### src/sdzcd_pkg.sv
// Shared types and constants for the stick dead zone and center detection block.
// Used by the channel interfaces and by every module of the block; depends on nothing.
package sdzcd_pkg;

    localparam int IDX_W      = 4;
    localparam int CH_W       = 4;
    localparam int RAW_W      = 12;
    localparam int VAL_W      = 12;
    localparam int LVL_W      = 3;
    localparam int PSI_W      = 5;
    localparam int EN_W       = 16;
    localparam int CFG_IDX_W  = 3;
    localparam int CFG_DATA_W = 16;

    localparam int FULL_SCALE = 1024;
    localparam int FS_SHIFT   = 10;
    localparam int MAG_W      = 11;
    localparam int OFF_W      = 8;
    localparam int CTR_SHIFT  = 4;
    localparam int DIV_N_W    = 20;
    localparam int DIV_D_W    = 11;
    localparam int DIV_CNT_W  = $clog2(DIV_N_W);
    localparam int Q_DEPTH    = 2;

    typedef enum logic [CFG_IDX_W-1:0] {
        REG_DEAD_ZONE  = 3'd0,
        REG_THR_REV    = 3'd1,
        REG_THR_CH     = 3'd2,
        REG_BEEP_EN    = 3'd3,
        REG_POTS_START = 3'd4
    } cfg_reg_t;

    typedef struct packed {
        logic [LVL_W-1:0] dead_zone_level;
        logic             throttle_reverse;
        logic [CH_W-1:0]  throttle_channel;
        logic [EN_W-1:0]  center_beep_enable;
        logic [PSI_W-1:0] pots_start_index;
    } cfg_t;

    // One classified word passed from the front end to the back end.
    typedef struct packed {
        logic [IDX_W-1:0] idx;
        logic [CH_W-1:0]  ch;
        logic             is_stick;
        logic             is_throttle;
        logic             neg;
        logic [MAG_W-1:0] mag;
        logic             normal;
        logic             pot_ok;
        logic             first_done;
        logic             calib;
        logic             last;
    } item_t;

    function automatic logic [OFF_W-1:0] dz_offset(input logic [LVL_W-1:0] level);
        logic [LVL_W-1:0] sh;
        sh = level - LVL_W'(1);
        dz_offset = OFF_W'(2) << sh;
    endfunction

endpackage

### src/sdzcd_in_if.sv
// Input channel carrying one raw analog sample word with its scan flags.
// Depends on sdzcd_pkg for field widths.
interface sdzcd_in_if;
    logic                          valid;
    logic                          ready;
    logic [sdzcd_pkg::IDX_W-1:0]   input_index;
    logic [sdzcd_pkg::CH_W-1:0]    mapped_channel;
    logic [sdzcd_pkg::RAW_W-1:0]   raw_sample;
    logic                          normal_mode;
    logic                          pot_available;
    logic                          first_run_done;
    logic                          calibrating;
    logic                          last_of_scan;

    modport source (output valid, input ready, output input_index, mapped_channel,
                    raw_sample, normal_mode, pot_available, first_run_done,
                    calibrating, last_of_scan);
    modport sink (input valid, output ready, input input_index, mapped_channel,
                  raw_sample, normal_mode, pot_available, first_run_done,
                  calibrating, last_of_scan);
endinterface

### src/sdzcd_out_if.sv
// Output channel carrying one conditioned value word and its beep request.
// Depends on sdzcd_pkg for field widths.
interface sdzcd_out_if;
    logic                               valid;
    logic                               ready;
    logic [sdzcd_pkg::IDX_W-1:0]        value_index;
    logic signed [sdzcd_pkg::VAL_W-1:0] conditioned_value;
    logic                               beep_request;

    modport source (output valid, input ready, output value_index, conditioned_value,
                    beep_request);
    modport sink (input valid, output ready, input value_index, conditioned_value,
                  beep_request);
endinterface

### src/sdzcd_cfg_if.sv
// Configuration write channel: register index and write data.
// Depends on sdzcd_pkg for field widths.
interface sdzcd_cfg_if;
    logic                             valid;
    logic                             ready;
    logic [sdzcd_pkg::CFG_IDX_W-1:0]  index;
    logic [sdzcd_pkg::CFG_DATA_W-1:0] data;

    modport source (output valid, input ready, output index, data);
    modport sink (input valid, output ready, input index, data);
endinterface

### src/sdzcd_front.sv
// Front end: accepts sample words, centres and saturates them and works out the channel.
// Depends on sdzcd_pkg and sdzcd_in_if.
module sdzcd_front (
    input  logic              clk,
    input  logic              rst_n,
    sdzcd_in_if.sink          in_ch,
    input  sdzcd_pkg::cfg_t   cfg_q,
    output logic              push_valid,
    input  logic              push_ready,
    output sdzcd_pkg::item_t  push_data
);
    import sdzcd_pkg::*;

    logic        stage_valid_reg, stage_valid_next;
    item_t       stage_item_reg, stage_item_next;
    item_t       cls;
    logic signed [RAW_W:0] v;
    logic        take;

    assign in_ch.ready = !stage_valid_reg || push_ready;
    assign take        = in_ch.valid && in_ch.ready;
    assign push_valid  = stage_valid_reg;
    assign push_data   = stage_item_reg;

    always_comb
    begin
        v = $signed({1'b0, in_ch.raw_sample}) - (RAW_W+1)'(FULL_SCALE);
        cls.idx        = in_ch.input_index;
        cls.is_stick   = {1'b0, in_ch.input_index} < cfg_q.pots_start_index;
        cls.ch         = cls.is_stick ? in_ch.mapped_channel : in_ch.input_index;
        cls.is_throttle = (cls.ch == cfg_q.throttle_channel);
        // Samples above full scale saturate; the low side cannot go below it.
        if (v > $signed((RAW_W+1)'(FULL_SCALE)))
        begin
            cls.neg = 1'b0;
            cls.mag = MAG_W'(FULL_SCALE);
        end
        else
        begin
            cls.neg = v[RAW_W];
            cls.mag = v[RAW_W] ? MAG_W'(-v) : MAG_W'(v);
        end
        cls.normal     = in_ch.normal_mode;
        cls.pot_ok     = in_ch.pot_available;
        cls.first_done = in_ch.first_run_done;
        cls.calib      = in_ch.calibrating;
        cls.last       = in_ch.last_of_scan;

        stage_valid_next = stage_valid_reg;
        stage_item_next  = stage_item_reg;
        if (push_ready)
        begin
            stage_valid_next = 1'b0;
        end
        if (take)
        begin
            stage_valid_next = 1'b1;
            stage_item_next  = cls;
        end
    end

    always_ff @(posedge clk or negedge rst_n)
    begin
        if (!rst_n)
        begin
            stage_valid_reg <= 1'b0;
        end
        else
        begin
            stage_valid_reg <= stage_valid_next;
        end
    end

    always_ff @(posedge clk)
    begin
        stage_item_reg <= stage_item_next;
    end

endmodule

### src/sdzcd_fifo.sv
// Short queue of classified words between the front end and the back end.
// Depends on sdzcd_pkg for the word type and depth.
module sdzcd_fifo (
    input  logic             clk,
    input  logic             rst_n,
    input  logic             push_valid,
    output logic             push_ready,
    input  sdzcd_pkg::item_t push_data,
    output logic             pop_valid,
    input  logic             pop_ready,
    output sdzcd_pkg::item_t pop_data
);
    import sdzcd_pkg::*;

    localparam int PTR_W = $clog2(Q_DEPTH);
    localparam int CNT_W = $clog2(Q_DEPTH + 1);

    item_t            mem [Q_DEPTH];
    logic [PTR_W-1:0] wr_ptr_reg, wr_ptr_next;
    logic [PTR_W-1:0] rd_ptr_reg, rd_ptr_next;
    logic [CNT_W-1:0] count_reg, count_next;
    logic             do_push, do_pop;

    assign push_ready = (count_reg != CNT_W'(Q_DEPTH));
    assign pop_valid  = (count_reg != '0);
    assign pop_data   = mem[rd_ptr_reg];
    assign do_push    = push_valid && push_ready;
    assign do_pop     = pop_valid && pop_ready;

    always_comb
    begin
        wr_ptr_next = wr_ptr_reg;
        rd_ptr_next = rd_ptr_reg;
        count_next  = count_reg;
        if (do_push)
        begin
            wr_ptr_next = (wr_ptr_reg == PTR_W'(Q_DEPTH - 1)) ? '0 : wr_ptr_reg + PTR_W'(1);
        end
        if (do_pop)
        begin
            rd_ptr_next = (rd_ptr_reg == PTR_W'(Q_DEPTH - 1)) ? '0 : rd_ptr_reg + PTR_W'(1);
        end
        if (do_push && !do_pop)
        begin
            count_next = count_reg + CNT_W'(1);
        end
        else if (do_pop && !do_push)
        begin
            count_next = count_reg - CNT_W'(1);
        end
    end

    always_ff @(posedge clk or negedge rst_n)
    begin
        if (!rst_n)
        begin
            wr_ptr_reg <= '0;
            rd_ptr_reg <= '0;
            count_reg  <= '0;
        end
        else
        begin
            wr_ptr_reg <= wr_ptr_next;
            rd_ptr_reg <= rd_ptr_next;
            count_reg  <= count_next;
        end
    end

    always_ff @(posedge clk)
    begin
        if (do_push)
        begin
            mem[wr_ptr_reg] <= push_data;
        end
    end

endmodule

### src/sdzcd_back.sv
// Back end: dead zone rescale through a bit-serial divider, centre detection and output word.
// Depends on sdzcd_pkg and sdzcd_out_if.
module sdzcd_back #(
    parameter int NUM_CHANNELS = 16
) (
    input  logic             clk,
    input  logic             rst_n,
    input  logic             pop_valid,
    output logic             pop_ready,
    input  sdzcd_pkg::item_t pop_data,
    input  sdzcd_pkg::cfg_t  cfg_q,
    sdzcd_out_if.source      out_ch
);
    import sdzcd_pkg::*;

    typedef enum logic [1:0] {S_IDLE, S_DIV, S_FIN} state_t;

    state_t                  state_reg, state_next;
    item_t                   cur_reg, cur_next;
    logic [DIV_N_W-1:0]      num_reg, num_next;
    logic [DIV_D_W-1:0]      div_reg, div_next;
    logic [DIV_D_W-1:0]      rem_reg, rem_next;
    logic [MAG_W-1:0]        quo_reg, quo_next;
    logic [DIV_CNT_W-1:0]    cnt_reg, cnt_next;
    logic [MAG_W-1:0]        res_mag_reg, res_mag_next;
    logic                    res_neg_reg, res_neg_next;
    logic [NUM_CHANNELS-1:0] prev_mask_reg, prev_mask_next;
    logic [NUM_CHANNELS-1:0] scan_mask_reg, scan_mask_next;
    logic                    out_valid_reg, out_valid_next;
    logic [IDX_W-1:0]        out_idx_reg, out_idx_next;
    logic signed [VAL_W-1:0] out_val_reg, out_val_next;
    logic                    out_beep_reg, out_beep_next;

    logic [OFF_W-1:0]        off;
    logic                    bypass;
    logic                    needs_div;
    logic [MAG_W-1:0]        diff;
    logic [DIV_D_W-1:0]      trial;
    logic                    trial_ge;
    logic                    has_bit;
    logic [NUM_CHANNELS-1:0] chan_mask;
    logic [NUM_CHANNELS-1:0] scan_upd;
    logic                    was;
    logic [MAG_W-CTR_SHIFT-1:0] m16;
    logic                    centered;
    logic                    hit;
    logic [VAL_W-1:0]        mag_ext;
    logic                    can_emit;

    assign out_ch.valid             = out_valid_reg;
    assign out_ch.value_index       = out_idx_reg;
    assign out_ch.conditioned_value = out_val_reg;
    assign out_ch.beep_request      = out_beep_reg;
    assign pop_ready                = (state_reg == S_IDLE);

    always_comb
    begin
        off       = dz_offset(cfg_q.dead_zone_level);
        bypass    = (cfg_q.dead_zone_level == '0) || pop_data.is_throttle;
        needs_div = !bypass && (pop_data.mag > MAG_W'(off));
        diff      = pop_data.mag - MAG_W'(off);
        trial     = {rem_reg[DIV_D_W-2:0], num_reg[DIV_N_W-1]};
        trial_ge  = (trial >= div_reg);

        has_bit   = (32'(cur_reg.ch) < NUM_CHANNELS);
        chan_mask = has_bit ? (NUM_CHANNELS'(1) << cur_reg.ch) : '0;
        was       = |(prev_mask_reg & chan_mask);
        m16       = res_mag_reg[MAG_W-1:CTR_SHIFT];
        // Hysteresis: one step off centre still counts while the channel was centred.
        centered  = (m16 == '0) || ((m16 == (MAG_W-CTR_SHIFT)'(1)) && was);
        hit       = cur_reg.normal && has_bit && centered;
        scan_upd  = hit ? (scan_mask_reg | chan_mask) : scan_mask_reg;
        mag_ext   = {1'b0, res_mag_reg};
        can_emit  = !out_valid_reg || out_ch.ready;

        state_next     = state_reg;
        cur_next       = cur_reg;
        num_next       = num_reg;
        div_next       = div_reg;
        rem_next       = rem_reg;
        quo_next       = quo_reg;
        cnt_next       = cnt_reg;
        res_mag_next   = res_mag_reg;
        res_neg_next   = res_neg_reg;
        prev_mask_next = prev_mask_reg;
        scan_mask_next = scan_mask_reg;
        out_valid_next = out_valid_reg;
        out_idx_next   = out_idx_reg;
        out_val_next   = out_val_reg;
        out_beep_next  = out_beep_reg;

        if (out_ch.ready)
        begin
            out_valid_next = 1'b0;
        end

        case (state_reg)
            S_IDLE:
            begin
                if (pop_valid)
                begin
                    cur_next = pop_data;
                    if (needs_div)
                    begin
                        // (|v| - off) * 1024 / (1024 - off), magnitude only.
                        num_next     = {diff[FS_SHIFT-1:0], {FS_SHIFT{1'b0}}};
                        div_next     = DIV_D_W'(FULL_SCALE) - DIV_D_W'(off);
                        rem_next     = '0;
                        quo_next     = '0;
                        cnt_next     = DIV_CNT_W'(DIV_N_W - 1);
                        res_neg_next = pop_data.neg;
                        state_next   = S_DIV;
                    end
                    else
                    begin
                        res_mag_next = bypass ? pop_data.mag : '0;
                        res_neg_next = pop_data.neg ^
                                       (pop_data.is_throttle && cfg_q.throttle_reverse);
                        state_next   = S_FIN;
                    end
                end
            end
            S_DIV:
            begin
                num_next = {num_reg[DIV_N_W-2:0], 1'b0};
                rem_next = trial_ge ? (trial - div_reg) : trial;
                quo_next = {quo_reg[MAG_W-2:0], trial_ge};
                cnt_next = cnt_reg - DIV_CNT_W'(1);
                if (cnt_reg == '0)
                begin
                    res_mag_next = quo_next;
                    state_next   = S_FIN;
                end
            end
            S_FIN:
            begin
                if (can_emit)
                begin
                    out_valid_next = 1'b1;
                    out_idx_next   = cur_reg.idx;
                    out_val_next   = res_neg_reg ? $signed(-mag_ext) : $signed(mag_ext);
                    out_beep_next  = hit && cfg_q.center_beep_enable[cur_reg.ch] && !was &&
                                     cur_reg.first_done && !cur_reg.calib &&
                                     (cur_reg.is_stick || cur_reg.pot_ok);
                    scan_mask_next = scan_upd;
                    if (cur_reg.last)
                    begin
                        if (cur_reg.normal)
                        begin
                            prev_mask_next = scan_upd;
                        end
                        scan_mask_next = '0;
                    end
                    state_next = S_IDLE;
                end
            end
            default:
            begin
                state_next = S_IDLE;
            end
        endcase
    end

    always_ff @(posedge clk or negedge rst_n)
    begin
        if (!rst_n)
        begin
            state_reg     <= S_IDLE;
            cur_reg       <= '0;
            num_reg       <= '0;
            div_reg       <= '0;
            rem_reg       <= '0;
            quo_reg       <= '0;
            cnt_reg       <= '0;
            res_mag_reg   <= '0;
            res_neg_reg   <= 1'b0;
            prev_mask_reg <= '0;
            scan_mask_reg <= '0;
            out_valid_reg <= 1'b0;
            out_idx_reg   <= '0;
            out_val_reg   <= '0;
            out_beep_reg  <= 1'b0;
        end
        else
        begin
            state_reg     <= state_next;
            cur_reg       <= cur_next;
            num_reg       <= num_next;
            div_reg       <= div_next;
            rem_reg       <= rem_next;
            quo_reg       <= quo_next;
            cnt_reg       <= cnt_next;
            res_mag_reg   <= res_mag_next;
            res_neg_reg   <= res_neg_next;
            prev_mask_reg <= prev_mask_next;
            scan_mask_reg <= scan_mask_next;
            out_valid_reg <= out_valid_next;
            out_idx_reg   <= out_idx_next;
            out_val_reg   <= out_val_next;
            out_beep_reg  <= out_beep_next;
        end
    end

endmodule

### src/stick_dead_zone_and_center_detect_top.sv
// Stick dead zone and centre detection. Each sample word is centred to -1024..1024,
// dead-zoned and rescaled on non-throttle channels, optionally reversed on the throttle,
// and checked for centring. A word that falls inside the dead zone, sits on the throttle
// or meets a zero dead-zone level skips the divider; a word that needs rescaling passes
// through the 20-step bit-serial divider in the back end. Words are handled one at a time
// in the back end, while the front end and a two-word queue keep accepting as long as they
// have room. Configuration writes complete in the cycle they are offered.
module stick_dead_zone_and_center_detect_top #(
    parameter int NUM_CHANNELS = 16
) (
    input  logic        clk,
    input  logic        rst_n,
    sdzcd_in_if.sink    in_ch,
    sdzcd_out_if.source out_ch,
    sdzcd_cfg_if.sink   cfg
);
    import sdzcd_pkg::*;

    cfg_t  cfg_reg, cfg_next;
    logic  push_valid, push_ready;
    item_t push_data;
    logic  pop_valid, pop_ready;
    item_t pop_data;

    assign cfg.ready = 1'b1;

    always_comb
    begin
        cfg_next = cfg_reg;
        if (cfg.valid)
        begin
            case (cfg_reg_t'(cfg.index))
                REG_DEAD_ZONE:  cfg_next.dead_zone_level    = cfg.data[LVL_W-1:0];
                REG_THR_REV:    cfg_next.throttle_reverse   = cfg.data[0];
                REG_THR_CH:     cfg_next.throttle_channel   = cfg.data[CH_W-1:0];
                REG_BEEP_EN:    cfg_next.center_beep_enable = cfg.data[EN_W-1:0];
                REG_POTS_START: cfg_next.pots_start_index   = cfg.data[PSI_W-1:0];
                default:        cfg_next = cfg_reg;
            endcase
        end
    end

    always_ff @(posedge clk or negedge rst_n)
    begin
        if (!rst_n)
        begin
            cfg_reg.dead_zone_level    <= '0;
            cfg_reg.throttle_reverse   <= 1'b0;
            cfg_reg.throttle_channel   <= '0;
            cfg_reg.center_beep_enable <= '0;
            cfg_reg.pots_start_index   <= PSI_W'(4);
        end
        else
        begin
            cfg_reg <= cfg_next;
        end
    end

    sdzcd_front u_front (
        .clk        (clk),
        .rst_n      (rst_n),
        .in_ch      (in_ch),
        .cfg_q      (cfg_reg),
        .push_valid (push_valid),
        .push_ready (push_ready),
        .push_data  (push_data)
    );

    sdzcd_fifo u_fifo (
        .clk        (clk),
        .rst_n      (rst_n),
        .push_valid (push_valid),
        .push_ready (push_ready),
        .push_data  (push_data),
        .pop_valid  (pop_valid),
        .pop_ready  (pop_ready),
        .pop_data   (pop_data)
    );

    sdzcd_back #(
        .NUM_CHANNELS (NUM_CHANNELS)
    ) u_back (
        .clk       (clk),
        .rst_n     (rst_n),
        .pop_valid (pop_valid),
        .pop_ready (pop_ready),
        .pop_data  (pop_data),
        .cfg_q     (cfg_reg),
        .out_ch    (out_ch)
    );

endmodule

### src/flat_wrapper.sv
// flat-port wrapper written by rule: the top's interface ports become plain ports
module stick_dead_zone_and_center_detect_top_flat import sdzcd_pkg::*;
#(
    parameter int NUM_CHANNELS = 16
)
  (clk, rst_n, in_ch_valid, in_ch_ready, in_ch_input_index, in_ch_mapped_channel, in_ch_raw_sample, in_ch_normal_mode, in_ch_pot_available, in_ch_first_run_done, in_ch_calibrating, in_ch_last_of_scan, out_ch_valid, out_ch_ready, out_ch_value_index, out_ch_conditioned_value, out_ch_beep_request, cfg_valid, cfg_ready, cfg_index, cfg_data);
  sdzcd_in_if in_ch_i ();
  sdzcd_out_if out_ch_i ();
  sdzcd_cfg_if cfg_i ();
  input  logic clk;
  input  logic rst_n;
  input wire logic [$bits(in_ch_i.valid)-1:0] in_ch_valid;
  output wire logic [$bits(in_ch_i.ready)-1:0] in_ch_ready;
  input wire logic [$bits(in_ch_i.input_index)-1:0] in_ch_input_index;
  input wire logic [$bits(in_ch_i.mapped_channel)-1:0] in_ch_mapped_channel;
  input wire logic [$bits(in_ch_i.raw_sample)-1:0] in_ch_raw_sample;
  input wire logic [$bits(in_ch_i.normal_mode)-1:0] in_ch_normal_mode;
  input wire logic [$bits(in_ch_i.pot_available)-1:0] in_ch_pot_available;
  input wire logic [$bits(in_ch_i.first_run_done)-1:0] in_ch_first_run_done;
  input wire logic [$bits(in_ch_i.calibrating)-1:0] in_ch_calibrating;
  input wire logic [$bits(in_ch_i.last_of_scan)-1:0] in_ch_last_of_scan;
  output wire logic [$bits(out_ch_i.valid)-1:0] out_ch_valid;
  input wire logic [$bits(out_ch_i.ready)-1:0] out_ch_ready;
  output wire logic [$bits(out_ch_i.value_index)-1:0] out_ch_value_index;
  output wire logic [$bits(out_ch_i.conditioned_value)-1:0] out_ch_conditioned_value;
  output wire logic [$bits(out_ch_i.beep_request)-1:0] out_ch_beep_request;
  input wire logic [$bits(cfg_i.valid)-1:0] cfg_valid;
  output wire logic [$bits(cfg_i.ready)-1:0] cfg_ready;
  input wire logic [$bits(cfg_i.index)-1:0] cfg_index;
  input wire logic [$bits(cfg_i.data)-1:0] cfg_data;
  assign in_ch_i.valid = in_ch_valid;
  assign in_ch_ready = in_ch_i.ready;
  assign in_ch_i.input_index = in_ch_input_index;
  assign in_ch_i.mapped_channel = in_ch_mapped_channel;
  assign in_ch_i.raw_sample = in_ch_raw_sample;
  assign in_ch_i.normal_mode = in_ch_normal_mode;
  assign in_ch_i.pot_available = in_ch_pot_available;
  assign in_ch_i.first_run_done = in_ch_first_run_done;
  assign in_ch_i.calibrating = in_ch_calibrating;
  assign in_ch_i.last_of_scan = in_ch_last_of_scan;
  assign out_ch_valid = out_ch_i.valid;
  assign out_ch_i.ready = out_ch_ready;
  assign out_ch_value_index = out_ch_i.value_index;
  assign out_ch_conditioned_value = out_ch_i.conditioned_value;
  assign out_ch_beep_request = out_ch_i.beep_request;
  assign cfg_i.valid = cfg_valid;
  assign cfg_ready = cfg_i.ready;
  assign cfg_i.index = cfg_index;
  assign cfg_i.data = cfg_data;
  stick_dead_zone_and_center_detect_top #(.NUM_CHANNELS(NUM_CHANNELS)) u_core (.clk(clk), .rst_n(rst_n), .in_ch(in_ch_i), .out_ch(out_ch_i), .cfg(cfg_i));
endmodule
### config.mk
export PLATFORM = sky130hd
export DESIGN_NAME = stick_dead_zone_and_center_detect_top_flat
export DESIGN_NICKNAME = d
export VERILOG_FILES = /design/src/sdzcd_pkg.sv /design/src/sdzcd_in_if.sv /design/src/sdzcd_out_if.sv /design/src/sdzcd_cfg_if.sv /design/src/sdzcd_front.sv /design/src/sdzcd_fifo.sv /design/src/sdzcd_back.sv /design/src/stick_dead_zone_and_center_detect_top.sv /design/src/flat_wrapper.sv
export SDC_FILE = /design/constraint.sdc
export NUM_CORES = 1
export LEC_CHECK = 0
export ABC_CLOCK_PERIOD_IN_PS = 4090
export BUFFER_PORTS_ARGS = -buffer_cell sky130_fd_sc_hd__buf_4
export CORE_UTILIZATION = 30
export CTS_CLUSTER_DIAMETER = 50
export DETAILED_ROUTE_END_ITERATION = 10
export PLACE_DENSITY_LB_ADDON = 0.08
export SYNTH_ARGS = -nofsm -noshare
export SYNTH_HDL_FRONTEND = slang
export SYNTH_SLANG_ARGS = --single-unit
### constraint.sdc
create_clock -name clk -period 4.09 [get_ports clk]
set_input_delay 0.818 -clock clk [delete_from_list [all_inputs] [get_ports clk]]
set_output_delay 0.818 -clock clk [all_outputs]
set_load 0.005 [all_outputs]
# --- After elaboration in Yosys (flattened, before gate mapping) ---
# Memory sizes are Yosys's and may differ from the RTL's.
# Cells that the tools add are included.
word_totals:
  ff_bits: 195
  ramBits: 54
  inputBits: 49
  wordCells: 167
  n_memories: 1
mem_list:
  columns: ["name", "depth", "width", "read_ports", "rd_ports_with_merged_regs", "write_ports", "line", "source"]
  rows:
  - ["u_core.u_fifo.mem", 2, 27, 1, 0, 1, "sdzcd_fifo.sv:18", "item_t mem [Q_DEPTH];"]
classes:
  addsub: 12
  order_cmp: 5
  eq_ne: 14
  n_shift: 2
  n_mux: 40
  bitwise_logic: 3
  n_reduce_logical: 48
ops:
  columns: ["operator", "n"]
  rows:
  - ["two-way mux 11 bit", 5]
  - ["two-way mux 20 bit", 2]
  - ["one-hot mux 10 bit (2 select lines)", 2]
  - ["one-hot mux 20 bit (2 select lines)", 1]
  - ["two-way mux 16 bit", 2]
  - ["two-way mux 10 bit", 3]
  - ["one-hot mux 11 bit (2 select lines)", 1]
  - ["AND 16 bit", 1]
  - ["bitwise OR 16 bit", 1]
  - ["OR reduction 16 bit", 1]
  - ["left shift 1 x 4 -> 16 bit (first input constant)", 1]
  - ["logical AND 1 bit", 14]
  - ["AND reduction 2 bit", 7]
  - ["greater-than comparator 13 x 12 -> 1 bit (second input constant)", 1]
  - ["subtractor 12 x 11 -> 13 bit (second input constant)", 1]
  - ["two-way mux 12 bit", 1]
  - ["two-way mux 2 bit", 6]
  - ["inequality test 2 bit (second input constant)", 6]
  - ["negator 11 -> 12 bit", 1]
  - [">= comparator 11 bit", 1]
  - ["greater-than comparator 11 x 8 -> 1 bit", 1]
  - ["two-way mux 1 bit", 11]
  - ["negator 11 bit", 1]
  - ["subtractor 11 x 8 -> 11 bit (first input constant)", 1]
  - ["other kinds (32)", 52]

# --- Longest topological paths before layout ---
# Gate-level depths: netlist of the first run.
depth:
  depth_word: 11
  ltp_mapped: 13

# --- Hierarchy ---
# Synthesis of the first run repeated with hierarchy kept, for this count alone.
hier_totals:
  hier_cells: 932
  area_unflattened_um2: 11508.5
by_module_without_submodules:
  columns: ["mod", "instances", "cells_per_inst", "area_per_inst_um2", "seq_area_each_um2"]
  rows:
  - ["sdzcd_back", 1, 644, 6643.9, 3078.0]
  - ["sdzcd_fifo", 1, 102, 2242.2, 1721.7]
  - ["sdzcd_front", 1, 120, 1435.1, 835.8]
  - ["stick_dead_zone_and_center_detect_top", 1, 66, 1187.4, 726.9]

# --- Least setup slack after synthesis of the first run ---
# Ideal clock, no wire load.
synth_timing:
  path_kind: "register -> register"
  start: "reg u_core.u_fifo.rd_ptr_reg"
  end: "reg u_core.u_back.res_mag_reg[10]"
  setup_time_ns: 0.125
  t_arrival_ns: 3.645
  t_required_ns: 3.965
  slack_ns: 0.320
  path_stages_with_launch: 13
  n_path_buf: 3
  synth_period_minus_slack_ns: 3.770
  cell_sequence: "dfrtp_1 -> buf_2 -> buf_1 -> mux2i_1 -> inv_1 -> ha_1 -> o21ai_0 -> a211oi_1 -> o311a_1 -> o31a_1 -> a2111o_1 -> buf_6 -> mux2_4"
synth_via:
  elab_chain_cells: 6
synth_rtl:
  columns: ["item", "line", "source"]
  rows:
  - ["from (decl)", "sdzcd_fifo.sv:20", "logic [PTR_W-1:0] rd_ptr_reg, rd_ptr_next;"]
  - ["from (signal assigned)", "sdzcd_fifo.sv:64", "rd_ptr_reg <= rd_ptr_next;"]
  - ["memory (2 x 27 bit) *", null, null]
  - ["parallel branches: the longest is 5 deep, another holds greater-than comparator 11 x 8 -> 1 bit", null, null]
  - ["to (signal assigned)", "sdzcd_back.sv:193", "res_mag_reg <= res_mag_next;"]
  - ["to (decl)", "sdzcd_back.sv:25", "logic [MAG_W-1:0] res_mag_reg, res_mag_next;"]
# Mark *: on every way between the ends. The select of a mux whose other input is x is not followed.
# A chain may end at the register's enable or synchronous reset.

# --- Worst setup path in the final report of the first run ---
layout_timing:
  start: "reg u_core.cfg_reg[27] in the netlist's numbering"
  end: "reg u_core.u_back.res_mag_reg[10]"
layout_via:
  elab_chain_cells: 6
layout_rtl:
  columns: ["item", "line", "source"]
  rows:
  - ["from (decl)", "stick_dead_zone_and_center_detect_top.sv:19", "cfg_t cfg_reg, cfg_next;"]
  - ["from (signal assigned)", "stick_dead_zone_and_center_detect_top.sv:55", "cfg_reg <= cfg_next;"]
  - ["subtractor 3 x 1 -> 3 bit / logical NOT 3 bit (equally long branches)", "sdzcd_pkg.sv:58, sdzcd_back.sv:59", null]
  - ["left shift 2 x 3 -> 8 bit / logical OR 1 bit (equally long branches)", "sdzcd_pkg.sv:59, sdzcd_back.sv:59", null]
  - ["greater-than comparator 11 x 8 -> 1 bit, or another cell as far along", "sdzcd_back.sv:60", "needs_div = !bypass && (pop_data.mag > MAG_W'(off));"]
  - ["logical AND 1 bit / two-way mux 11 bit (equally long branches)", "sdzcd_back.sv:60, sdzcd_back.sv:103", null]
  - ["inequality test 2 bit (no source line) / two-way mux 11 bit (equally long branches)", null, null]
  - ["AND reduction 4 bit (no source line) / one-hot mux 11 bit (2 select lines) (equally long branches)", null, null]
# Several ways; a longest one is shown, not always the timed one. The select of a mux whose other input is x is not followed.

==> flow_summary.json, run 1 <==
{
  "ys_warn_count": 0,
  "synthXorXnorAreaFrac_pct": 2.85,
  "dr.first_iter.drc_count": 444,
  "cpPeakStageDelay_ps": 690,
  "detailedPlacementHpwl_mm": 18.9,
  "cpLargestDelayFamily": "compound AO/OA/AOI/OAI gates",
  "count_of_pins_on_the_block_boundary": 69,
  "gp_congestion": 0.851,
  "synthesis.instances": 987,
  "layout_cells_sized_above_1_pct": 21.1,
  "crit_required_ps": 4480,
  "drc_errors": 0,
  "finish.instance_area_mm2": 0.0139,
  "run_status": "finished, final reports clean",
  "share_of_the_synthesized_area_in_compound_gates_ao_oa_aoi_oai_pct": 13.7,
  "synthesis.area_per_instance_um2": 11.5,
  "crit_slowest_cell": "sky130_fd_sc_hd__a2111o_1",
  "drt-pass1-iter-count": 5,
  "rsz0062_at_grt": "false",
  "grt_antenna_before_repair": 1,
  "initial_utilization_pct": 30.8,
  "finalNetCount": 1151,
  "critical_path.startpoint_type": "flip-flop",
  "die_w_um": 197,
  "asyncSetResetFlopFracSynth_pct": 66.0,
  "report.final.setup_viol": 0,
  "die_area_mm2": 0.0387,
  "synth_enable_flop_cells": 81,
  "timing.final.crit_share_pct": 94.1,
  "yosys-top-cells-area": "sky130_fd_sc_hd__dfrtp_1 34%, sky130_fd_sc_hd__edfxtp_1 21%, sky130_fd_sc_hd__mux2_2 4.8%",
  "via_density_per_instance": 4.74,
  "crit_type": "reg2reg",
  "post-synth-top-area-cell": "sky130_fd_sc_hd__dfrtp_1",
  "syn-num-nets": 1064,
  "cts_inserted_buffers": 37,
  "dpl-instance-area_mm2": 0.0126,
  "synth_simple_gate_area_share_pct": 11.0,
  "clkLatencyLatePin_ps": 520,
  "cts_max_level": 2,
  "grt_max_degree": 84,
  "final_non_filler_cells": 1608,
  "combinational_family_with_the_most_area_after_synthesis": "compound AO/OA/AOI/OAI gates",
  "fraction_of_the_mapped_netlist_area_in_adder_cells_pct": 3.08,
  "power_leakage_nw": 5.82,
  "max_reg_flops": 54,
  "report.final.hold_viol_count": 0,
  "worst-slew-pin-transition_ps": 890,
  "holdCritPathClass": "in2async",
  "postRouteWirelength_mm": 27.1,
  "cts.sink_count": 238,
  "power_per_cell_area_mw_per_mm2": 807,
  "clockBufferDepth": 3,
  "timing.critical_path.cells": "nor2_1 -> ha_1 -> nand2_1 -> ha_1 -> o21ai_0 -> a211oi_1 -> o311a_1 -> o31a_1 -> a2111o_1 -> mux2_4",
  "cts.clk_slew.worst_paths_ps": 50,
  "post_synthesis_instance_area_mm2": 0.0114,
  "die_h_um": 197,
  "detail-route-antenna-nets": 0,
  "layout_min_cycle_time_ps": 3850,
  "critPathCaptureType": "flip-flop",
  "first_pass_grt_wire_length_mm": 43.6,
  "slew_violations": 0,
  "postCtsResizedCells": 0,
  "cp_max_fo": 12,
  "ys_ff_latch": 238,
  "max-cap-violations": 0,
  "globalRouteTotalUtil_pct": 14.3,
  "yosysTopAreaCellShare_pct": 34.3,
  "report.power.total_mw": 11.2,
  "wire_per_inst_um": 16.8,
  "yosys_most_used_dff": "sky130_fd_sc_hd__dfrtp_1",
  "setup_tns_ps": 0,
  "placementRows": 70,
  "timing.max_slew.rel_slack_pct": 40.5,
  "cts_root_buffer": "sky130_fd_sc_hd__clkbuf_16",
  "port-buffer-count": 67,
  "syn_to_final_growth_pct": 21.8,
  "clock_skew_ps": 18.0,
  "cts_tree": "built",
  "critPathBufInv": 0,
  "core_area_mm2": 0.0370,
  "postLayoutCoreUtil_pct": 37.5,
  "synthDistinctLibCells": 68,
  "post_synth_mux_area_share_pct": 10.1,
  "seq_area_frac_synth_pct": 55.9,
  "achievable-frequency_ghz": 0.260,
  "grt_overflow_total": 0,
  "post_cts.repair.setup_buffers": 0,
  "placed_cells_incl_taps": 1539,
  "power.ir.vdd_worst_v": 0.000318,
  "critical-path-top-cell-by-count": "sky130_fd_sc_hd__ha_1",
  "holdBufCountCts": 0,
  "vias": 7621,
  "data_arrival_time_of_the_worst_path_ps": 4240,
  "via_count_of_the_first_global_routing_pass": 7654
}
==> final cells by class <==
class / count / area, um2
timing repair buffer: 99 / 759
fill: 3708 / 23100
clock inverter: 22 / 253
antenna: 1 / 2.50
sequential: 238 / 6360
multi-input combinational: 652 / 4660
inverter: 46 / 173
clock buffer: 46 / 1030
tap: 504 / 631
==> Yosys cell counts (all sizes together), types with 8 or more instances <==
cell    count
clkbuf     41
nor2b      19
a21oi      27
inv        46
ha         28
a22o       17
o21ai      81
buf        10
nor3       18
or3        11
xor2       15
dfrtp     156
nand2b      9
edfxtp     81
o31ai       8
nand3      15
mux2       51
a41oi      32
xnor2      22
mux2i      42
nand2      82
nor2       68
==> cells by family after synthesis <==
kind of cell,after synthesis
flip-flops,238
buffers and inverters,97
AO/OA/AOI/OAI,228
adder cells (fa/ha/maj),28
other,1
AND/OR/NAND/NOR,259
multiplexers,99
XOR/XNOR,37
==> per-stage QoR <==
step,setup WS [ps],hold WS (ps)
after CTS,260,365
after global routing,13.7,399
after global placement,312,424
final,242,320
after detailed placement,308,432
after floorplan,320,421
==> per-layer routing <==
layer  share of wire [%]  track usage (%)  up-vias  routed length (um)
li1                    -                -     3808                   -
met1                  51             21.0     3631               13800
met2                  43             21.4      141               11700
met3                 3.7             2.52       41                1000
met4                 2.1             4.48        0                 576
met5                   0                0        -                   0
==> power breakdown <==
group,internal [mW],switching (mW)
Sequential,3.28,0.494
Clock,2.01,1.18
Combinational,1.82,2.40
==> path summary, 6_finish.rpt <==
kind	from	slack (ps)	cells after the start	endpoint
worst max-delay path	u_core.cfg_reg[27]$_DFFE_PN0P_	240	10	u_core.u_back.res_mag_reg[10]$_DFFE_PN0P_
worst min-delay path	rst_n	320	1	u_core.u_back.out_ch.value_index[2]$_DFFE_PN0P_
worst max register to register	u_core.cfg_reg[27]$_DFFE_PN0P_	240	10	u_core.u_back.res_mag_reg[10]$_DFFE_PN0P_
max in group asynchronous	rst_n	2820	2	u_core.u_back.div_reg[7]$_DFFE_PN0P_
min in group clk	u_core.u_front.push_data[26]$_DFFE_PP_	440	0	u_core.u_fifo.mem[0][26]$_DFFE_PP_
worst min register to register	u_core.u_front.push_data[26]$_DFFE_PP_	440	0	u_core.u_fifo.mem[0][26]$_DFFE_PP_
==> cells in the final DEF (no fill, tap or decap), types with 5 or more instances in the layout <==
| master | Yosys | layout |
|---|---|---|
| sky130_fd_sc_hd__nand2b_1 | 9 | 9 |
| sky130_fd_sc_hd__nand2_1 | 82 | 82 |
| sky130_fd_sc_hd__dfrtp_1 | 156 | 156 |
| sky130_fd_sc_hd__nor2_1 | 68 | 66 |
| sky130_fd_sc_hd__clkbuf_8 | 0 | 5 |
| sky130_fd_sc_hd__mux2_2 | 49 | 49 |
| sky130_fd_sc_hd__mux4_2 | 6 | 6 |
| sky130_fd_sc_hd__ha_1 | 28 | 28 |
| sky130_fd_sc_hd__inv_1 | 46 | 46 |
| sky130_fd_sc_hd__o2bb2ai_1 | 7 | 7 |
| sky130_fd_sc_hd__o21ai_0 | 80 | 80 |
| sky130_fd_sc_hd__a41oi_1 | 32 | 32 |
| sky130_fd_sc_hd__xnor2_1 | 22 | 22 |
| sky130_fd_sc_hd__mux2i_1 | 41 | 41 |
| sky130_fd_sc_hd__xor2_1 | 15 | 15 |
| sky130_fd_sc_hd__a31oi_1 | 5 | 5 |
| sky130_fd_sc_hd__a21boi_0 | 5 | 5 |
| sky130_fd_sc_hd__nor3_1 | 18 | 18 |
| sky130_fd_sc_hd__a211oi_1 | 6 | 6 |
| sky130_fd_sc_hd__nand3b_1 | 5 | 5 |
| sky130_fd_sc_hd__clkbuf_16 | 0 | 38 |
| sky130_fd_sc_hd__o21a_1 | 5 | 5 |
| sky130_fd_sc_hd__buf_4 | 2 | 97 |
| sky130_fd_sc_hd__o31ai_1 | 7 | 7 |
| sky130_fd_sc_hd__edfxtp_1 | 81 | 81 |
| sky130_fd_sc_hd__and3_1 | 5 | 5 |
| sky130_fd_sc_hd__nand3_1 | 15 | 15 |
| sky130_fd_sc_hd__or3_1 | 11 | 11 |
| sky130_fd_sc_hd__nor2b_1 | 19 | 19 |
| sky130_fd_sc_hd__a21oi_1 | 27 | 27 |
| sky130_fd_sc_hd__nor4_1 | 6 | 6 |
| sky130_fd_sc_hd__a22o_1 | 17 | 17 |
No activity file was read; power rests on OpenSTA's default activity.
==> run 2: changes to the inputs <==
--- a/config.mk
+++ b/config.mk
@@ -11,6 +11,7 @@
 export CTS_CLUSTER_DIAMETER = 50
 export DETAILED_ROUTE_END_ITERATION = 10
 export PLACE_DENSITY_LB_ADDON = 0.08
+export REMOVE_ABC_BUFFERS = 1
 export SYNTH_ARGS = -nofsm -noshare
 export SYNTH_HDL_FRONTEND = slang
 export SYNTH_SLANG_ARGS = --single-unit
==> run 2 against run 1 <==
Flip-flop and latch count is the same. Wire length up 1.7%. Total power down 0.12%. Core utilization is 0.14 points lower. Critical path depth is the same. Global-route usage is 0.46 points higher. Count of clock-buffer cells in the layout shrank 4. Worst setup slack worse by 11 ps. Sequential power is essentially flat. Final cell count decreased by 0.31%. Via count up 2.5%. Critical endpoint unchanged. Largest cell class unchanged.
==> flow_summary.json, run 2 (synthesized netlist as in run 1, its figures left out) <==
{
  "drt-pass1-iter-count": 4,
  "setup_tns_ps": 0,
  "r2r.worst_path.cells": 10,
  "cts.sink_count": 238,
  "power_leakage_nw": 5.80,
  "r2r_start": "u_core.cfg_reg[26]$_DFFE_PN0P_",
  "cpPeakStageDelay_ps": 700,
  "cts_max_level": 2,
  "clkLatencyLatePin_ps": 540,
  "crit_required_ps": 4520,
  "clockPowerShare_pct": 28.5,
  "critical_path.startpoint_type": "flip-flop",
  "post_cts.repair.setup_buffers": 0,
  "timing.reg2reg.setup_slack_ps": 230,
  "grt_max_degree": 70,
  "report.final.hold_viol_count": 0,
  "cts_tree": "built",
  "report.final.setup_viol": 0,
  "cts_root_buffer": "sky130_fd_sc_hd__clkbuf_16",
  "gp_congestion": 0.796,
  "postRouteWirelength_mm": 27.5,
  "finalNetCount": 1148,
  "port-buffer-count": 67,
  "critical-path-top-cell-by-count": "sky130_fd_sc_hd__ha_1",
  "layout_cells_sized_above_1_pct": 20.8,
  "drc_errors": 0,
  "first_pass_grt_wire_length_mm": 44.6,
  "die_h_um": 197,
  "clock_skew_ps": 25.3,
  "holdBufCountCts": 0,
  "achievable-frequency_ghz": 0.259,
  "timing.critical_path.cells": "nor2_1 -> ha_1 -> nand2_1 -> ha_1 -> o21ai_0 -> a211oi_1 -> o311a_1 -> o31a_1 -> a2111o_1 -> mux2_4",
  "placed_cells_incl_taps": 1536,
  "postCtsResizedCells": 0,
  "vias": 7810,
  "syn_to_final_growth_pct": 21.3,
  "clockBufferDepth": 3,
  "cts_inserted_buffers": 37,
  "initial_utilization_pct": 30.8,
  "cts.clk_slew.worst_paths_ps": 60,
  "data_arrival_time_of_the_worst_path_ps": 4280,
  "crit_type": "reg2reg",
  "worst-slew-pin-transition_ps": 910,
  "timing.max_slew.rel_slack_pct": 39.2,
  "globalRouteTotalUtil_pct": 14.8,
  "max_reg_flops": 54,
  "postLayoutCoreUtil_pct": 37.4,
  "critPathBufInv": 0,
  "via_count_of_the_first_global_routing_pass": 7803,
  "netSwitchingFraction_pct": 36.8,
  "rsz0062_at_grt": "false",
  "sequential_share_of_power_pct": 34.0,
  "slew_violations": 0,
  "detailedPlacementHpwl_mm": 18.8,
  "insertedDiodeCount": 0,
  "via_density_per_instance": 4.87,
  "dr.first_iter.drc_count": 386,
  "crit_slowest_cell": "sky130_fd_sc_hd__a2111o_1",
  "preCtsSetupSlack_ps": 283,
  "setup_ws_ps": 231,
  "critPathCaptureType": "flip-flop",
  "comb_power_share_pct": 37.4,
  "finish.instance_area_mm2": 0.0138,
  "grt_overflow_total": 0,
  "die_w_um": 197,
  "die_area_mm2": 0.0387,
  "count_of_filler_cells_inserted_in_the_layout": 3707,
  "count_of_pins_on_the_block_boundary": 69,
  "grt_antenna_before_repair": 0,
  "timing.final.crit_share_pct": 94.4,
  "holdCritPathClass": "in2async",
  "power_per_cell_area_mw_per_mm2": 809,
  "max-cap-violations": 0,
  "endpoint_of_the_most_critical_register_to_register_path": "u_core.u_back.res_mag_reg[10]$_DFFE_PN0P_",
  "power.switching_mw": 4.11,
  "placementRows": 70,
  "cp_max_fo": 12,
  "core_area_mm2": 0.0370,
  "run_status": "finished, final reports clean",
  "final_common_cell": "sky130_fd_sc_hd__dfrtp_1",
  "wire_per_inst_um": 17.2,
  "design_internal_power_mw": 7.07,
  "layout.cells.most_common_list": "156 x sky130_fd_sc_hd__dfrtp_1, 94 x sky130_fd_sc_hd__buf_4, 82 x sky130_fd_sc_hd__nand2_1",
  "final_non_filler_cells": 1603,
  "power.ir.vdd_worst_v": 0.000298,
  "dpl-instance-area_mm2": 0.0126,
  "cpLargestDelayFamily": "compound AO/OA/AOI/OAI gates",
  "layout_min_cycle_time_ps": 3860,
  "detail-route-antenna-nets": 0
}
-- run 2: cell types whose count changed in the layout (fill, tap and decap cells not counted) --
cell | previous run | this run
sky130_fd_sc_hd__clkinvlp_4 | 4 | 2
sky130_fd_sc_hd__inv_8 | 1 | 2
sky130_fd_sc_hd__inv_6 | 2 | 3
sky130_fd_sc_hd__bufinv_16 | 3 | 4
sky130_fd_sc_hd__clkinv_8 | 2 | 1
sky130_fd_sc_hd__clkinv_1 | 4 | 3
sky130_fd_sc_hd__clkinv_4 | 3 | 4
sky130_fd_sc_hd__diode_2 | 1 | 0
sky130_fd_sc_hd__clkbuf_1 | 3 | 4
sky130_fd_sc_hd__buf_4 | 97 | 94
sky130_fd_sc_hd__clkbuf_8 | 5 | 0
sky130_fd_sc_hd__clkinv_2 | 2 | 5
-- run 2: cell type report --
class	count	area, um2	share of cell area, %
Sequential cell	238	6360	46.1
Multi-Input combinational cell	652	4660	33.7
Clock buffer	42	966	6.99
Timing Repair Buffer	96	737	5.33
Tap cell	504	631	4.56
Clock inverter	25	292	2.11
Inverter	46	173	1.25
-- run 2: worst max-delay path by stage --
stage,cells after the start,startpoint,to,slack [ps]
2_1_floorplan,9,u_core.u_fifo.rd_ptr_reg$_DFFE_PN0P_,u_core.u_back.num_reg[11]$_DFFE_PN0P_,-50
3_3_place_gp,10,u_core.cfg_reg[27]$_DFFE_PN0P_,u_core.u_back.res_mag_reg[9]$_DFFE_PN0P_,320
3_5_place_dp,10,u_core.cfg_reg[26]$_DFFE_PN0P_,u_core.u_back.res_mag_reg[10]$_DFFE_PN0P_,280
4_1_cts,10,u_core.cfg_reg[26]$_DFFE_PN0P_,u_core.u_back.res_mag_reg[10]$_DFFE_PN0P_,260
5_1_grt,10,u_core.cfg_reg[26]$_DFFE_PN0P_,u_core.u_back.res_mag_reg[10]$_DFFE_PN0P_,20
6_report,10,u_core.cfg_reg[26]$_DFFE_PN0P_,u_core.u_back.res_mag_reg[10]$_DFFE_PN0P_,230
-- run 2: power groups by stage --
stage	logic [mW]	clock network, mW	registers [mW]
after detailed placement	4.22	0	3.85
after floorplan	2.85	0	3.73
final	4.18	3.19	3.80
after global routing	4.68	3.39	3.91
after global placement	4.20	0	3.86
after CTS	4.24	3.30	3.82
-- run 2: per-layer routing --
metal,vias to the layer above,global-route usage (%),part of all wire (%)
met3,49,2.75,3.8
met4,0,5.23,2.4
met1,3803,21.0,49
met5,-,0,0
li1,3810,-,-
met2,148,22.5,45
-- run 2: metrics by stage --
step                      hold slack [ps]  total power, mW
after floorplan                       421             6.57
after global placement                424             8.06
after detailed placement              432             8.07
after CTS                             316             11.4
after global routing                  350             12.0
final                                 299             11.2
==> run 3: changes to the inputs <==
--- a/config.mk
+++ b/config.mk
@@ -12,6 +12,7 @@
 export DETAILED_ROUTE_END_ITERATION = 10
 export PLACE_DENSITY_LB_ADDON = 0.08
 export REMOVE_ABC_BUFFERS = 1
+export SETUP_SLACK_MARGIN = 0.5
 export SYNTH_ARGS = -nofsm -noshare
 export SYNTH_HDL_FRONTEND = slang
 export SYNTH_SLANG_ARGS = --single-unit
==> run 3 against run 2 <==
Via count unchanged. Combinational power about the same. Global-route usage unchanged. Sequential share of layout area down 0.13 points. Die area unchanged. Critical path depth unchanged. Core utilization up 0.10 points. Clock power about the same. First-iteration DRC count down 5.7%. Register-to-register slack better by 390 ps. Clock skew up 0.61 ps. Worst setup slack better by 390 ps. Critical endpoint unchanged. Highest routed layer unchanged.
==> flow_summary.json, run 3 (synthesized netlist as in run 1, its figures left out) <==
{
  "die_h_um": 197,
  "via_density_per_instance": 4.87,
  "via_count_of_the_first_global_routing_pass": 7803,
  "report.final.hold_viol_count": 0,
  "preCtsSetupSlack_ps": 283,
  "first_pass_grt_wire_length_mm": 44.6,
  "cts.clk_slew.worst_paths_ps": 60,
  "grt.met2_usage_pct": 22.5,
  "gp_congestion": 0.796,
  "die_w_um": 197,
  "cts_root_buffer": "sky130_fd_sc_hd__clkbuf_16",
  "critPathCaptureType": "flip-flop",
  "grtUsageMet3_pct": 2.75,
  "layout.cells.most_common_list": "156 x sky130_fd_sc_hd__dfrtp_1, 94 x sky130_fd_sc_hd__buf_4, 82 x sky130_fd_sc_hd__nand2_1",
  "die_area_mm2": 0.0387,
  "globalRouteMet1Util_pct": 21.0,
  "timing.max_slew.rel_slack_pct": 39.5,
  "holdCritPathClass": "in2async",
  "grt_max_degree": 70,
  "cts_inserted_buffers": 37,
  "max-cap-violations": 0,
  "placementRows": 70,
  "postRouteWirelength_mm": 27.5,
  "crit_required_ps": 4520,
  "power_per_cell_area_mw_per_mm2": 809,
  "setup_tns_ps": 0,
  "critPathBufInv": 0,
  "dpl-instance-area_mm2": 0.0126,
  "timing.critical_path.cells": "nor2_2 -> ha_4 -> or3b_2 -> ha_1 -> nor2_1 -> a31oi_1 -> o311a_1 -> o31a_1 -> a2111o_2 -> mux2_4",
  "cts.sink_count": 238,
  "r2r.worst_path.cells": 10,
  "layout_min_cycle_time_ps": 3470,
  "finish.instance_area_mm2": 0.0139,
  "clock_skew_ps": 25.9,
  "clockBufferDepth": 3,
  "port-buffer-count": 67,
  "drc_errors": 0,
  "initial_utilization_pct": 30.8,
  "slew_violations": 0,
  "syn_to_final_growth_pct": 21.7,
  "crit_cells": 10,
  "global_route.peak_usage_layer": "met2",
  "report.final.setup_viol": 0,
  "achievable-frequency_ghz": 0.288,
  "cpPeakStageDelay_ps": 610,
  "wire_per_inst_um": 17.1,
  "hold_slack_ps": 297,
  "count_of_pins_on_the_block_boundary": 69,
  "insertedDiodeCount": 0,
  "timing.final.crit_share_pct": 84.8,
  "drt-pass1-iter-count": 4,
  "setup_ws_ps": 620,
  "crit_type": "reg2reg",
  "run_status": "finished, final reports clean",
  "crit_slowest_cell": "sky130_fd_sc_hd__a2111o_2",
  "worst-slew-pin-transition_ps": 906,
  "core_area_mm2": 0.0370,
  "final_common_cell": "sky130_fd_sc_hd__dfrtp_1",
  "dr.first_iter.drc_count": 364,
  "placed_cells_incl_taps": 1536,
  "vias": 7810,
  "detailedPlacementHpwl_mm": 18.8,
  "power_leakage_nw": 5.82,
  "clkLatencyLatePin_ps": 550,
  "final_non_filler_cells": 1604,
  "count_of_filler_cells_inserted_in_the_layout": 3703,
  "globalRouteTotalUtil_pct": 14.8,
  "holdBufCountCts": 0,
  "cts_tree": "built",
  "cp_max_fo": 12,
  "rsz0062_at_grt": "false",
  "detail-route-antenna-nets": 0,
  "finalNetCount": 1149,
  "grt_antenna_before_repair": 0,
  "power.ir.vdd_worst_v": 0.000298,
  "data_arrival_time_of_the_worst_path_ps": 3900,
  "max_reg_flops": 54,
  "layout_cells_sized_above_1_pct": 21.3,
  "critical_path.startpoint_type": "flip-flop",
  "cts_max_level": 2,
  "grt_overflow_total": 0,
  "cpLargestDelayFamily": "compound AO/OA/AOI/OAI gates"
}
==> run 3: layer usage <==
metal  routed length [um]  part of all wire [%]  vias to the layer above
met5                    0                     0                        -
met4                  656                   2.4                        0
met3                 1140                   4.1                       49
met2                12300                    45                      157
met1                13400                    49                     3794
li1                     -                     -                     3810
==> run 3: worst register-to-register path, stage by stage, from the launching register on <==
cell                       delay (ps)
sky130_fd_sc_hd__dfrtp_1          390
sky130_fd_sc_hd__nor2_2           170
sky130_fd_sc_hd__ha_4             260
sky130_fd_sc_hd__or3b_2           480
sky130_fd_sc_hd__ha_1             390
sky130_fd_sc_hd__nor2_1           110
sky130_fd_sc_hd__a31oi_1           70
sky130_fd_sc_hd__o311a_1          210
sky130_fd_sc_hd__o31a_1           310
sky130_fd_sc_hd__a2111o_2         620
sky130_fd_sc_hd__mux2_4           330
==> run 3: power by group <==
group,leakage [nW],switching [mW],internal [mW],total (mW)
Clock,0.613,1.20,1.99,3.19
Sequential,2.78,0.525,3.28,3.81
Combinational,2.43,2.38,1.83,4.21
Total,5.82,4.11,7.10,11.2
==> run 3: final timing paths <==
| check | start | end | slack, ps |
|---|---|---|---|
| setup / recovery | u_core.cfg_reg[27]$_DFFE_PN0P_ | u_core.u_back.res_mag_reg[10]$_DFFE_PN0P_ | 620 |
| hold / removal | rst_n | u_core.cfg_reg[21]$_DFFE_PN0P_ | 300 |
| setup reg to reg | u_core.cfg_reg[27]$_DFFE_PN0P_ | u_core.u_back.res_mag_reg[10]$_DFFE_PN0P_ | 620 |
| hold reg to reg | u_core.u_front.push_data[23]$_DFFE_PP_ | u_core.u_fifo.mem[0][23]$_DFFE_PP_ | 440 |
| max in group asynchronous | rst_n | u_core.cfg_reg[12]$_DFFE_PN0P_ | 2920 |
| min in group clk | u_core.u_front.push_data[23]$_DFFE_PP_ | u_core.u_fifo.mem[0][23]$_DFFE_PP_ | 440 |
==> run 3: layout make-up <==
cell class	count	area [um2]	area share, %
Tap cell	504	631	4.55
Clock buffer	42	966	6.97
Clock inverter	25	292	2.10
Timing Repair Buffer	97	757	5.46
Inverter	46	173	1.25
Multi-Input combinational cell	652	4670	33.7
Sequential cell	238	6360	45.9
==> run 3: per-stage QoR <==
step	util, %	power (mW)
after floorplan	-	6.57
after global placement	34.0	8.06
after detailed placement	34.0	8.07
after CTS	37.4	11.4
after global routing	37.5	12.0
final	37.5	11.2
==> run 3: timing repair <==
action | CTS | global route
gates cloned | 0 | 0
endpoints found under the setup margin | 13 | 20
buffers inserted | 0 | 1
resized for setup | 2 | 4
hold endpoints to repair | 0 | 0
pin swaps | 1 | 1
